File: config.mk
export PLATFORM = sky130hd
export DESIGN_NAME = text_frame_line_parser
export DESIGN_NICKNAME = d
export VERILOG_FILES = /design/src/design/tflp_pkg.sv /design/src/design/text_frame_line_parser.sv /design/src/design/tflp_ctrl.sv /design/src/design/tflp_dp.sv
export SDC_FILE = /design/constraint.sdc
export NUM_CORES = 2
export LEC_CHECK = 0
export ABC_AREA = 1
export BUFFER_PORTS_ARGS = -buffer_cell sky130_fd_sc_hd__buf_2
export CAP_MARGIN = 0
export CORE_ASPECT_RATIO = 1.1
export CORE_MARGIN = 2
export CORE_UTILIZATION = 55
export CTS_CLUSTER_DIAMETER = 100
export DETAILED_ROUTE_END_ITERATION = 8
export PLACE_DENSITY = 0.79
export SETUP_SLACK_MARGIN = 0.4
export SYNTH_ARGS = -nofsm -noshare
export SYNTH_HDL_FRONTEND = slang
export SYNTH_SLANG_ARGS = --single-unit
File: constraint.sdc
create_clock -name clk -period 7 [get_ports clk]
set_input_delay 0.35 -clock clk [delete_from_list [all_inputs] [get_ports clk]]
set_output_delay 0.35 -clock clk [all_outputs]
set_load 0.02 [all_outputs]
File: src/design/tflp_pkg.sv
// Shared types, codes and helper functions of the text frame line parser.
// Depends on nothing; every module of the parser imports it.
package tflp_pkg;

    localparam int LINE_BYTES_DEF  = 128;
    localparam int TYPE_MAX_DEF    = 16;
    localparam int PAYLOAD_MAX_DEF = 32;
    localparam int MAX_DEC_DIGITS  = 10;
    localparam int PLEN_W          = 5;

    localparam logic [7:0] CRC_POLY = 8'h07;
    localparam logic [7:0] CRC_INIT = 8'h00;

    localparam logic [7:0] CH_CR   = 8'h0D;
    localparam logic [7:0] CH_LF   = 8'h0A;
    localparam logic [7:0] CH_SP   = 8'h20;
    localparam logic [7:0] CH_STAR = 8'h2A;
    localparam logic [7:0] CH_ZERO = 8'h30;

    localparam logic [23:0] PFX_EVT = 24'h455654;
    localparam logic [23:0] PFX_CMD = 24'h434D44;
    localparam logic [23:0] PFX_RSP = 24'h525350;

    localparam logic [1:0] PFX_CODE_EVT = 2'd0;
    localparam logic [1:0] PFX_CODE_CMD = 2'd1;
    localparam logic [1:0] PFX_CODE_RSP = 2'd2;

    localparam logic [1:0] ST_COMPLETE = 2'd0;
    localparam logic [1:0] ST_MALFORMED = 2'd1;
    localparam logic [1:0] ST_OVERLONG = 2'd2;
    localparam logic [1:0] ST_FOREIGN  = 2'd3;

    localparam logic [1:0] KIND_HDR  = 2'd0;
    localparam logic [1:0] KIND_TYPE = 2'd1;
    localparam logic [1:0] KIND_PAY  = 2'd2;

    localparam logic [1:0] VERDICT_NONE   = 2'd0;
    localparam logic [1:0] VERDICT_STATUS = 2'd1;
    localparam logic [1:0] VERDICT_FRAME  = 2'd2;

    typedef struct packed {
        logic store;
        logic newline;
        logic load_status;
        logic load_hdr;
        logic start_run;
        logic rd;
        logic load_data;
    } tflp_cmd_t;

    typedef struct packed {
        logic [1:0] verdict;
        logic       slot_free;
        logic       run_done;
        logic       rx_is_lf;
    } tflp_stat_t;

    // One byte of CRC-8/ATM, MSB first.
    function automatic logic [7:0] crc8_step(input logic [7:0] crc, input logic [7:0] b);
        logic [7:0] c;
        c = crc ^ b;
        for (int k = 0; k < 8; k++)
        begin
            c = c[7] ? ((c << 1) ^ CRC_POLY) : (c << 1);
        end
        return c;
    endfunction

    // Returns {valid, nibble} for one ASCII hex character.
    function automatic logic [4:0] hex_val(input logic [7:0] c);
        logic [4:0] r;
        r = 5'd0;
        if (c inside {[8'h30:8'h39]})
            r = {1'b1, 4'(c - 8'h30)};
        else if (c inside {[8'h41:8'h46]})
            r = {1'b1, 4'(c - 8'h37)};
        else if (c inside {[8'h61:8'h66]})
            r = {1'b1, 4'(c - 8'h57)};
        return r;
    endfunction

endpackage

File: src/design/text_frame_line_parser.sv
// Top level of the text frame line parser: ties controller and datapath.
// Depends on tflp_pkg, tflp_ctrl and tflp_dp.
//
// The parser takes one received byte per transfer on the rx channel and one
// byte per clock while a line is being collected; the frame is checked on
// the fly as the bytes are stored, so no scan of the line follows the
// newline. Carriage returns are dropped and bytes past LINE_BYTES-1 mark the
// line overlong. The verdict is registered at the edge that takes the
// newline. After it the rx channel is held off, and once the result register
// has room a status item or the header is loaded into it. Each type and
// payload byte of a frame is then read from the registered line store in
// S_RD and loaded into the result register in S_LD, waiting while the
// result side stalls. Input stays blocked until the last item of the line
// is loaded. Blank lines produce no result and block input only in S_FIN.
// The result register lets the next line's bytes be taken while the final
// result of a line still waits.
module text_frame_line_parser #(
    parameter int LINE_BYTES  = tflp_pkg::LINE_BYTES_DEF,
    parameter int TYPE_MAX    = tflp_pkg::TYPE_MAX_DEF,
    parameter int PAYLOAD_MAX = tflp_pkg::PAYLOAD_MAX_DEF
) (
    input  logic        clk,
    input  logic        rst_n,
    input  logic        rx_valid,
    output logic        rx_ready,
    input  logic [7:0]  rx_byte,
    output logic        res_valid,
    input  logic        res_ready,
    output logic [1:0]  status,
    output logic [1:0]  kind,
    output logic [1:0]  prefix,
    output logic [31:0] timestamp_ms,
    output logic [3:0]  type_length,
    output logic [4:0]  payload_length,
    output logic [7:0]  data_byte,
    output logic        last,
    output logic [31:0] accepted_count,
    output logic [31:0] rejected_count,
    output logic [31:0] overlong_count,
    output logic [31:0] ignored_count
);
    import tflp_pkg::*;

    tflp_cmd_t  cmd;
    tflp_stat_t stat;

    // The controller owns the handshake and the order of result items.
    tflp_ctrl u_ctrl (
        .clk      (clk),
        .rst_n    (rst_n),
        .rx_valid (rx_valid),
        .rx_ready (rx_ready),
        .stat     (stat),
        .cmd      (cmd)
    );

    // The datapath stores the line, parses it and holds the result register.
    tflp_dp #(
        .LINE_BYTES  (LINE_BYTES),
        .TYPE_MAX    (TYPE_MAX),
        .PAYLOAD_MAX (PAYLOAD_MAX)
    ) u_dp (
        .clk            (clk),
        .rst_n          (rst_n),
        .rx_byte        (rx_byte),
        .cmd            (cmd),
        .stat           (stat),
        .res_valid      (res_valid),
        .res_ready      (res_ready),
        .status         (status),
        .kind           (kind),
        .prefix         (prefix),
        .timestamp_ms   (timestamp_ms),
        .type_length    (type_length),
        .payload_length (payload_length),
        .data_byte      (data_byte),
        .last           (last),
        .accepted_count (accepted_count),
        .rejected_count (rejected_count),
        .overlong_count (overlong_count),
        .ignored_count  (ignored_count)
    );

    // Type and payload bytes only ever belong to a complete frame.
    a_data_complete: assert property (@(posedge clk) disable iff (!rst_n)
        (res_valid && kind != KIND_HDR) |-> (status == ST_COMPLETE))
        else $error("data item carries a non-complete status");

    // A status item is always the only result of its line.
    a_status_last: assert property (@(posedge clk) disable iff (!rst_n)
        (res_valid && status != ST_COMPLETE) |-> last)
        else $error("status item not marked last");

    // The accepted counter moves by exactly one when it moves.
    a_acc_step: assert property (@(posedge clk) disable iff (!rst_n)
        (res_valid && $past(res_valid) && !$stable(accepted_count))
        |-> (accepted_count == $past(accepted_count) + 32'd1))
        else $error("accepted count jumped");

endmodule

File: src/design/tflp_ctrl.sv
// Controller of the text frame line parser: byte intake and result sequencing.
// Depends on tflp_pkg; drives the datapath through tflp_cmd_t commands.
module tflp_ctrl (
    input  logic                  clk,
    input  logic                  rst_n,
    input  logic                  rx_valid,
    output logic                  rx_ready,
    input  tflp_pkg::tflp_stat_t  stat,
    output tflp_pkg::tflp_cmd_t   cmd
);
    import tflp_pkg::*;

    localparam logic [1:0] S_IDLE = 2'd0;
    localparam logic [1:0] S_FIN  = 2'd1;
    localparam logic [1:0] S_RD   = 2'd2;
    localparam logic [1:0] S_LD   = 2'd3;

    logic [1:0] state_reg, state_next;

    always_comb
    begin
        cmd        = '0;
        state_next = state_reg;
        rx_ready   = (state_reg == S_IDLE);
        case (state_reg)
            S_IDLE:
            begin
                if (rx_valid)
                begin
                    if (stat.rx_is_lf)
                    begin
                        cmd.newline = 1'b1;
                        state_next  = S_FIN;
                    end
                    else
                    begin
                        cmd.store = 1'b1;
                    end
                end
            end
            S_FIN:
            begin
                if (stat.verdict == VERDICT_NONE)
                    state_next = S_IDLE;
                else if (stat.slot_free)
                begin
                    if (stat.verdict == VERDICT_FRAME)
                    begin
                        cmd.load_hdr  = 1'b1;
                        cmd.start_run = 1'b1;
                        state_next    = S_RD;
                    end
                    else
                    begin
                        cmd.load_status = 1'b1;
                        state_next      = S_IDLE;
                    end
                end
            end
            S_RD:
            begin
                cmd.rd     = 1'b1;
                state_next = S_LD;
            end
            S_LD:
            begin
                if (stat.slot_free)
                begin
                    cmd.load_data = 1'b1;
                    state_next    = stat.run_done ? S_IDLE : S_RD;
                end
            end
            default:
            begin
                state_next = S_IDLE;
            end
        endcase
    end

    always_ff @(posedge clk or negedge rst_n)
    begin
        if (!rst_n)
            state_reg <= S_IDLE;
        else
            state_reg <= state_next;
    end

endmodule

File: src/design/tflp_dp.sv
// Datapath of the text frame line parser: line store, on-the-fly frame parser,
// CRC, counters and the result register. Depends on tflp_pkg.
module tflp_dp #(
    parameter int LINE_BYTES  = tflp_pkg::LINE_BYTES_DEF,
    parameter int TYPE_MAX    = tflp_pkg::TYPE_MAX_DEF,
    parameter int PAYLOAD_MAX = tflp_pkg::PAYLOAD_MAX_DEF
) (
    input  logic                 clk,
    input  logic                 rst_n,
    input  logic [7:0]           rx_byte,
    input  tflp_pkg::tflp_cmd_t  cmd,
    output tflp_pkg::tflp_stat_t stat,
    output logic                 res_valid,
    input  logic                 res_ready,
    output logic [1:0]           status,
    output logic [1:0]           kind,
    output logic [1:0]           prefix,
    output logic [31:0]          timestamp_ms,
    output logic [3:0]           type_length,
    output logic [4:0]           payload_length,
    output logic [7:0]           data_byte,
    output logic                 last,
    output logic [31:0]          accepted_count,
    output logic [31:0]          rejected_count,
    output logic [31:0]          overlong_count,
    output logic [31:0]          ignored_count
);
    import tflp_pkg::*;

    localparam int AW  = $clog2(LINE_BYTES - 1);
    localparam int FW  = $clog2(LINE_BYTES);
    localparam int TLW = $clog2(TYPE_MAX);

    localparam logic [3:0] PH_MS   = 4'd0;
    localparam logic [3:0] PH_TYPE = 4'd1;
    localparam logic [3:0] PH_PLEN = 4'd2;
    localparam logic [3:0] PH_PAY  = 4'd3;
    localparam logic [3:0] PH_SP2  = 4'd4;
    localparam logic [3:0] PH_STAR = 4'd5;
    localparam logic [3:0] PH_HEX1 = 4'd6;
    localparam logic [3:0] PH_HEX2 = 4'd7;
    localparam logic [3:0] PH_DONE = 4'd8;
    localparam logic [3:0] PH_FAIL = 4'd9;

    logic [7:0] mem [0:LINE_BYTES-2];

    logic [FW-1:0]     fill_reg;
    logic              ovf_reg;
    logic [7:0]        crc_reg, crc_prev_reg, crc_chk_reg;
    logic [31:0]       acc_cnt_reg, rej_cnt_reg, ovl_cnt_reg, ign_cnt_reg;
    logic [1:0]        verdict_reg, vstatus_reg;
    logic              oval_reg;

    logic [3:0]        ph_reg, ph_next;
    logic [31:0]       acc_reg, acc_next;
    logic [3:0]        ndig_reg, ndig_next;
    logic [31:0]       ms_reg, ms_next;
    logic [TLW-1:0]    tcnt_reg, tcnt_next;
    logic [AW-1:0]     tstart_reg, tstart_next, pstart_reg, pstart_next;
    logic [PLEN_W-1:0] plen_reg, plen_next, cnt_reg, cnt_next;
    logic [7:0]        hexv_reg, hexv_next;
    logic [7:0]        b0_reg, b1_reg, b2_reg;
    logic              pfx_ok_reg, pfx_ok_next;
    logic [1:0]        pfx_reg, pfx_next;
    logic [7:0]        crc_chk_next;

    logic [AW-1:0]     ptr_reg;
    logic [TLW-1:0]    trem_reg;
    logic [PLEN_W-1:0] prem_reg;
    logic [7:0]        rdata_reg;
    logic [1:0]        rkind_reg;
    logic              rlast_reg;

    logic        is_cr, do_store, is_dig;
    logic [35:0] dec_val;
    logic [4:0]  hx;
    logic [AW-1:0] wr_idx;
    logic [1:0]  nl_verdict, nl_status;

    assign is_cr    = (rx_byte == CH_CR);
    assign do_store = cmd.store && !is_cr && (fill_reg < FW'(LINE_BYTES - 1));
    assign wr_idx   = fill_reg[AW-1:0];
    assign is_dig   = (rx_byte inside {[8'h30:8'h39]});
    assign dec_val  = ({4'd0, acc_reg} << 3) + ({4'd0, acc_reg} << 1)
                      + 36'(rx_byte - CH_ZERO);
    assign hx       = hex_val(rx_byte);

    // Frame parser: advances one phase step per stored byte.
    always_comb
    begin
        ph_next      = ph_reg;
        acc_next     = acc_reg;
        ndig_next    = ndig_reg;
        ms_next      = ms_reg;
        tcnt_next    = tcnt_reg;
        tstart_next  = tstart_reg;
        pstart_next  = pstart_reg;
        plen_next    = plen_reg;
        cnt_next     = cnt_reg;
        hexv_next    = hexv_reg;
        pfx_ok_next  = pfx_ok_reg;
        pfx_next     = pfx_reg;
        crc_chk_next = crc_chk_reg;
        if (fill_reg == FW'(3))
        begin
            pfx_ok_next = (rx_byte == CH_SP) && ({b0_reg, b1_reg, b2_reg} == PFX_EVT
                          || {b0_reg, b1_reg, b2_reg} == PFX_CMD
                          || {b0_reg, b1_reg, b2_reg} == PFX_RSP);
            pfx_next    = ({b0_reg, b1_reg, b2_reg} == PFX_CMD) ? PFX_CODE_CMD :
                          ({b0_reg, b1_reg, b2_reg} == PFX_RSP) ? PFX_CODE_RSP :
                          PFX_CODE_EVT;
            ph_next     = PH_MS;
            acc_next    = '0;
            ndig_next   = '0;
        end
        else if (fill_reg > FW'(3))
        begin
            case (ph_reg)
                PH_MS, PH_PLEN:
                begin
                    if (is_dig)
                    begin
                        if (dec_val[35:32] != 4'd0 || ndig_reg == 4'(MAX_DEC_DIGITS))
                            ph_next = PH_FAIL;
                        else
                        begin
                            acc_next  = dec_val[31:0];
                            ndig_next = ndig_reg + 4'd1;
                        end
                    end
                    else if (rx_byte == CH_SP && ndig_reg != 4'd0)
                    begin
                        if (ph_reg == PH_MS)
                        begin
                            ms_next     = acc_reg;
                            tcnt_next   = '0;
                            tstart_next = AW'(fill_reg + FW'(1));
                            ph_next     = PH_TYPE;
                        end
                        else if (acc_reg < 32'(PAYLOAD_MAX))
                        begin
                            plen_next   = acc_reg[PLEN_W-1:0];
                            cnt_next    = acc_reg[PLEN_W-1:0];
                            pstart_next = AW'(fill_reg + FW'(1));
                            ph_next     = (acc_reg == 32'd0) ? PH_STAR : PH_PAY;
                        end
                        else
                            ph_next = PH_FAIL;
                    end
                    else
                        ph_next = PH_FAIL;
                end
                PH_TYPE:
                begin
                    if (rx_byte == CH_SP)
                    begin
                        if (tcnt_reg == '0)
                            ph_next = PH_FAIL;
                        else
                        begin
                            ph_next   = PH_PLEN;
                            acc_next  = '0;
                            ndig_next = '0;
                        end
                    end
                    else if (tcnt_reg == TLW'(TYPE_MAX - 1))
                        ph_next = PH_FAIL;
                    else
                        tcnt_next = tcnt_reg + TLW'(1);
                end
                PH_PAY:
                begin
                    cnt_next = cnt_reg - PLEN_W'(1);
                    if (cnt_reg == PLEN_W'(1))
                        ph_next = PH_SP2;
                end
                PH_SP2:
                begin
                    ph_next = (rx_byte == CH_SP) ? PH_STAR : PH_FAIL;
                end
                PH_STAR:
                begin
                    // The CRC covers everything before the space in front of the star.
                    if (rx_byte == CH_STAR)
                    begin
                        crc_chk_next = crc_prev_reg;
                        ph_next      = PH_HEX1;
                    end
                    else
                        ph_next = PH_FAIL;
                end
                PH_HEX1:
                begin
                    hexv_next[7:4] = hx[3:0];
                    ph_next        = hx[4] ? PH_HEX2 : PH_FAIL;
                end
                PH_HEX2:
                begin
                    hexv_next[3:0] = hx[3:0];
                    ph_next        = hx[4] ? PH_DONE : PH_FAIL;
                end
                default:
                begin
                    ph_next = PH_FAIL;
                end
            endcase
        end
    end

    // Line verdict at the newline.
    always_comb
    begin
        nl_verdict = VERDICT_STATUS;
        nl_status  = ST_MALFORMED;
        if (ovf_reg)
            nl_status = ST_OVERLONG;
        else if (fill_reg == '0)
            nl_verdict = VERDICT_NONE;
        else if (fill_reg < FW'(4) || !pfx_ok_reg)
            nl_status = ST_FOREIGN;
        else if (ph_reg == PH_DONE && hexv_reg == crc_chk_reg)
        begin
            nl_verdict = VERDICT_FRAME;
            nl_status  = ST_COMPLETE;
        end
    end

    assign stat.verdict   = verdict_reg;
    assign stat.slot_free = !oval_reg || res_ready;
    assign stat.run_done  = (trem_reg == '0) && (prem_reg == '0);
    assign stat.rx_is_lf  = (rx_byte == CH_LF);
    assign res_valid      = oval_reg;

    always_ff @(posedge clk or negedge rst_n)
    begin
        if (!rst_n)
        begin
            fill_reg    <= '0;
            ovf_reg     <= 1'b0;
            crc_reg     <= CRC_INIT;
            acc_cnt_reg <= '0;
            rej_cnt_reg <= '0;
            ovl_cnt_reg <= '0;
            ign_cnt_reg <= '0;
            verdict_reg <= VERDICT_NONE;
            oval_reg    <= 1'b0;
        end
        else
        begin
            if (cmd.store && !is_cr)
            begin
                if (do_store)
                begin
                    fill_reg <= fill_reg + FW'(1);
                    crc_reg  <= crc8_step(crc_reg, rx_byte);
                end
                else
                    ovf_reg <= 1'b1;
            end
            if (cmd.newline)
            begin
                fill_reg    <= '0;
                ovf_reg     <= 1'b0;
                crc_reg     <= CRC_INIT;
                verdict_reg <= nl_verdict;
                if (nl_verdict == VERDICT_FRAME)
                    acc_cnt_reg <= acc_cnt_reg + 32'd1;
                else if (nl_verdict == VERDICT_STATUS)
                begin
                    case (nl_status)
                        ST_OVERLONG: ovl_cnt_reg <= ovl_cnt_reg + 32'd1;
                        ST_FOREIGN:  ign_cnt_reg <= ign_cnt_reg + 32'd1;
                        default:     rej_cnt_reg <= rej_cnt_reg + 32'd1;
                    endcase
                end
            end
            if (cmd.load_status || cmd.load_hdr || cmd.load_data)
                oval_reg <= 1'b1;
            else if (res_ready)
                oval_reg <= 1'b0;
        end
    end

    always_ff @(posedge clk)
    begin
        if (do_store)
        begin
            mem[wr_idx]  <= rx_byte;
            crc_prev_reg <= crc_reg;
            if (fill_reg == FW'(0)) b0_reg <= rx_byte;
            if (fill_reg == FW'(1)) b1_reg <= rx_byte;
            if (fill_reg == FW'(2)) b2_reg <= rx_byte;
            ph_reg      <= ph_next;
            acc_reg     <= acc_next;
            ndig_reg    <= ndig_next;
            ms_reg      <= ms_next;
            tcnt_reg    <= tcnt_next;
            tstart_reg  <= tstart_next;
            pstart_reg  <= pstart_next;
            plen_reg    <= plen_next;
            cnt_reg     <= cnt_next;
            hexv_reg    <= hexv_next;
            pfx_ok_reg  <= pfx_ok_next;
            pfx_reg     <= pfx_next;
            crc_chk_reg <= crc_chk_next;
        end
        if (cmd.newline)
            vstatus_reg <= nl_status;
        if (cmd.start_run)
        begin
            ptr_reg  <= tstart_reg;
            trem_reg <= tcnt_reg;
            prem_reg <= plen_reg;
        end
        if (cmd.rd)
        begin
            rdata_reg <= mem[ptr_reg];
            rlast_reg <= (32'(trem_reg) + 32'(prem_reg) == 32'd1);
            if (trem_reg != '0)
            begin
                rkind_reg <= KIND_TYPE;
                trem_reg  <= trem_reg - TLW'(1);
                ptr_reg   <= (trem_reg == TLW'(1)) ? pstart_reg : ptr_reg + AW'(1);
            end
            else
            begin
                rkind_reg <= KIND_PAY;
                prem_reg  <= prem_reg - PLEN_W'(1);
                ptr_reg   <= ptr_reg + AW'(1);
            end
        end
        if (cmd.load_status || cmd.load_hdr)
        begin
            status         <= cmd.load_hdr ? ST_COMPLETE : vstatus_reg;
            kind           <= KIND_HDR;
            prefix         <= cmd.load_hdr ? pfx_reg : 2'd0;
            timestamp_ms   <= cmd.load_hdr ? ms_reg : 32'd0;
            type_length    <= cmd.load_hdr ? 4'(tcnt_reg) : 4'd0;
            payload_length <= cmd.load_hdr ? plen_reg : 5'd0;
            data_byte      <= 8'd0;
            last           <= cmd.load_status;
            accepted_count <= acc_cnt_reg;
            rejected_count <= rej_cnt_reg;
            overlong_count <= ovl_cnt_reg;
            ignored_count  <= ign_cnt_reg;
        end
        else if (cmd.load_data)
        begin
            kind      <= rkind_reg;
            data_byte <= rdata_reg;
            last      <= rlast_reg;
        end
    end

endmodule

==> key figures <==
Status
  – Run status: complete, no violations

Detailed routing
  – DRT antenna net count: 0
  – Vias per cell: 5.975
  – Vias: 44520
  – DR WL/cell: 21.89 um
  – 1st-iter DRT viols: 5369
  – Final wirelength: 163.1 mm
  – 1st-pass router iterations: 6
  – DRC errors left: 0

Worst setup path
  – CP arrival: 5150 ps
  – Cell mode on critical path: nand2_1
  – Worst path slowest cell: a21oi_4
  – Setup Crit Path Kind: in2reg
  – Crit end category: flip-flop
  – Req. time, crit path: 7350 ps
  – CP cell instances: dlygate4sd3_1, buf_4, nor2_4, inv_1, nor2_2, buf_4, fa_1, ha_1, nand2_1, inv_1, nand2_1, o21ai_0, nand2_1, nand2_1, nand2_1, nand3_1, nand2_1, nor2_1, nand3_1, a21oi_4
  – Max stage delay on crit path: 980 ps
  – Critical-path maximum fanout: 36
  – CP Launch Type: primary input

Synthesis
  – Mean Syn Cell Area: 11.59 sq um
  – Top FF cell, synth: edfxtp_1
  – Asr flop ratio synth: 9.745%
  – Yosys cell types: 56
  – Post-Syn Area: 0.06533 sq mm
  – Seq/Total Area, Yosys: 68.85%
  – Gate Count Post-Synth: 5638
  – #FFs+latches synth: 1529
  – Ys Warns: 0
  – Syn Nets: 5752
  – EDFF count, synth: 1361

STA
  – Pins over their slew limit: 0
  – Slew of the pin with the lowest slew margin: 1241 ps
  – Setup TNS: 0 ps
  – Minimum clock period: 4791 ps
  – Fin crit share: 68.45%
  – Final setup viols: 0
  – RSZ-0062 raised after global routing: no
  – Fmax: 208.7 MHz
  – Final WS setup: 2209 ps
  – Worst slew margin: 17.09%
  – Clock Skews: 30.22 ps
  – Fin. Hold Viols: 0

Power
  – Leak pwr: 0.02593 uW
  – Peak VDD IR: 397.3 uV
  – PD cells: 364.2 mW/mm^2

GRT
  – Vias in the first global route: 43330
  – Pin count of the biggest net entering global routing: 189
  – First-pass GRT wire length: 247.7 mm
  – Initial antenna violation count: 1
  – All-layer global routing usage: 26.43%
  – GR Overflow Total: 0

Finish
  – Area growth from synthesis to layout: 10.80%
  – Largest Register: u_dp.mem
  – Commonest cells after routing, fill and taps aside: edfxtp_1, nor2_1, nand2_1
  – Final Non-Filler Cells: 7450
  – Fraction of layout cells with a size suffix above 1: 8.751%
  – Final core occ: 61.47%
  – Finished Cell Area: 0.07239 sq mm
  – Max FFs per register: 1016
  – # nets final: 5907
  – Most common cell after layout, fill and taps aside: edfxtp_1

Clocking
  – CTS sink cnt: 1529
  – Worst-Skew Late Latency: 780 ps
  – H-Tree Depth: 4
  – Post-CTS Setup Inserts: 0
  – Clock tree buffer depth: 3
  – CTS resizes: 0
  – Reg clk slew, reported paths: 60 ps
  – Count of hold buffers inserted by post-cts repair: 7
  – CTS tree: yes
  – CTS Buf Count: 146
  – Clk root buf: clkbuf_16

Placement
  – DP HPWL: 99.95 mm
  – IO buf count: 197
  – Dpl cells: 7179
  – GPL Wtd Cong: 0.9115
  – DP Area: 0.06772 sq mm
  – Pre-CTS setup slack: 1687 ps

Job
  – MaxCap Viol Count: 0

Floorplan
  – Die ar.: 0.1216 sq mm
  – Core area: 0.1178 sq mm
  – Die X: 332.6 um
  – Die height: 365.5 um
  – # IOs: 198
  – Cell Rows: 132
  – Initial Util: 55.48%

Min path
  – Min-delay worst type: in2reg
==> worst max-delay path: cells and delay by family <==
kind                     cells  cell delay, ps
adder cells (fa/ha/maj)      2             860
AND/OR/NAND/NOR             11            1200
buffers and inverters        5            1280
AO/OA/AOI/OAI                2            1380
==> stage by stage <==
| stage | hold slack (ps) | power [uW] |
|---|---|---|
| 2_1_floorplan | 54.41 | 16070 |
| 3_3_place_gp | 404.8 | 18490 |
| 3_5_place_dp | 406.3 | 18680 |
| 4_1_cts | 49.18 | 26250 |
| 5_1_grt | 76.75 | 27390 |
| 6_report | 110.6 | 26360 |
==> worst paths after layout <==
kind	start	endpoint	slack (ps)	cells past startpoint
setup / recovery	rx_byte[7]	u_dp.acc_reg[25]	2210	20
max in group asynchronous	rst_n	u_dp.rej_cnt_reg[0]	5340	3
setup reg to reg	u_dp.acc_reg[2]	u_dp.acc_reg[25]	2540	16
min in group asynchronous	rst_n	u_dp.ign_cnt_reg[26]	220	2
hold / removal	rx_byte[5]	u_dp.mem[22][5]	110	1
hold reg to reg	u_dp.crc_prev_reg[4]	u_dp.crc_chk_reg[4]	420	0
==> cells in the mapped netlist (11+ instances only) <==
cell type	n	share of area [%]
o21bai_1	17	0.20
o21ai_1	27	0.21
o211ai_1	71	0.82
nand3_1	206	1.6
dfxtp_1	19	0.58
a21oi_1	104	0.80
ha_1	70	1.3
fa_1	32	0.98
o21ai_0	640	4.9
xnor2_1	52	0.70
nor2_1	946	5.4
nor4_1	40	0.38
o22ai_1	156	1.5
nor3_1	75	0.57
clkbuf_1	163	0.94
nand4_1	47	0.45
buf_1	11	0.063
dfrtp_1	149	5.7
xor2_1	100	1.3
edfxtp_1	1361	63
buf_2	67	0.51
o221ai_1	50	0.67
inv_1	407	2.3
nand2_1	715	4.1
a31oi_1	11	0.11
==> layout make-up <==
type,count,area [sq um]
clock buffer,175,3845
inverter,421,1593
fill,8707,45370
antenna,1,2.502
clock inverter,88,750.7
timing repair buffer,256,1523
multi-input combinational,3439,17770
sequential,1529,44980
tap,1541,1928
==> report_power, final <==
part	internal [uW]	total (uW)	switching (uW)
Combinational	2060	7870	5810
Sequential	10600	10900	279
Clock	4270	7630	3360
Total	16900	26400	9450
==> kinds of logic (layout without fill, tap and decap cells) <==
kind of cell | Yosys count | count (layout) | synth area share [%]
buffers and inverters | 670 | 940 | 4.024
adder cells (fa/ha/maj) | 102 | 102 | 2.321
other | 0 | 1 | 0
XOR/XNOR | 152 | 152 | 2.038
AO/OA/AOI/OAI | 1102 | 1102 | 9.519
flip-flops | 1529 | 1529 | 68.85
AND/OR/NAND/NOR | 2083 | 2083 | 13.25
==> routing by layer <==
layer	vias to the layer above	GRT usage [%]	part of all wire (%)
li1	20210	-	-
met2	2439	43.78	48
met3	485	4.552	8.7
met4	0	14.51	5.5
met1	21380	33.41	38
met5	-	0	0
Power figures use the tool's default switching activity.
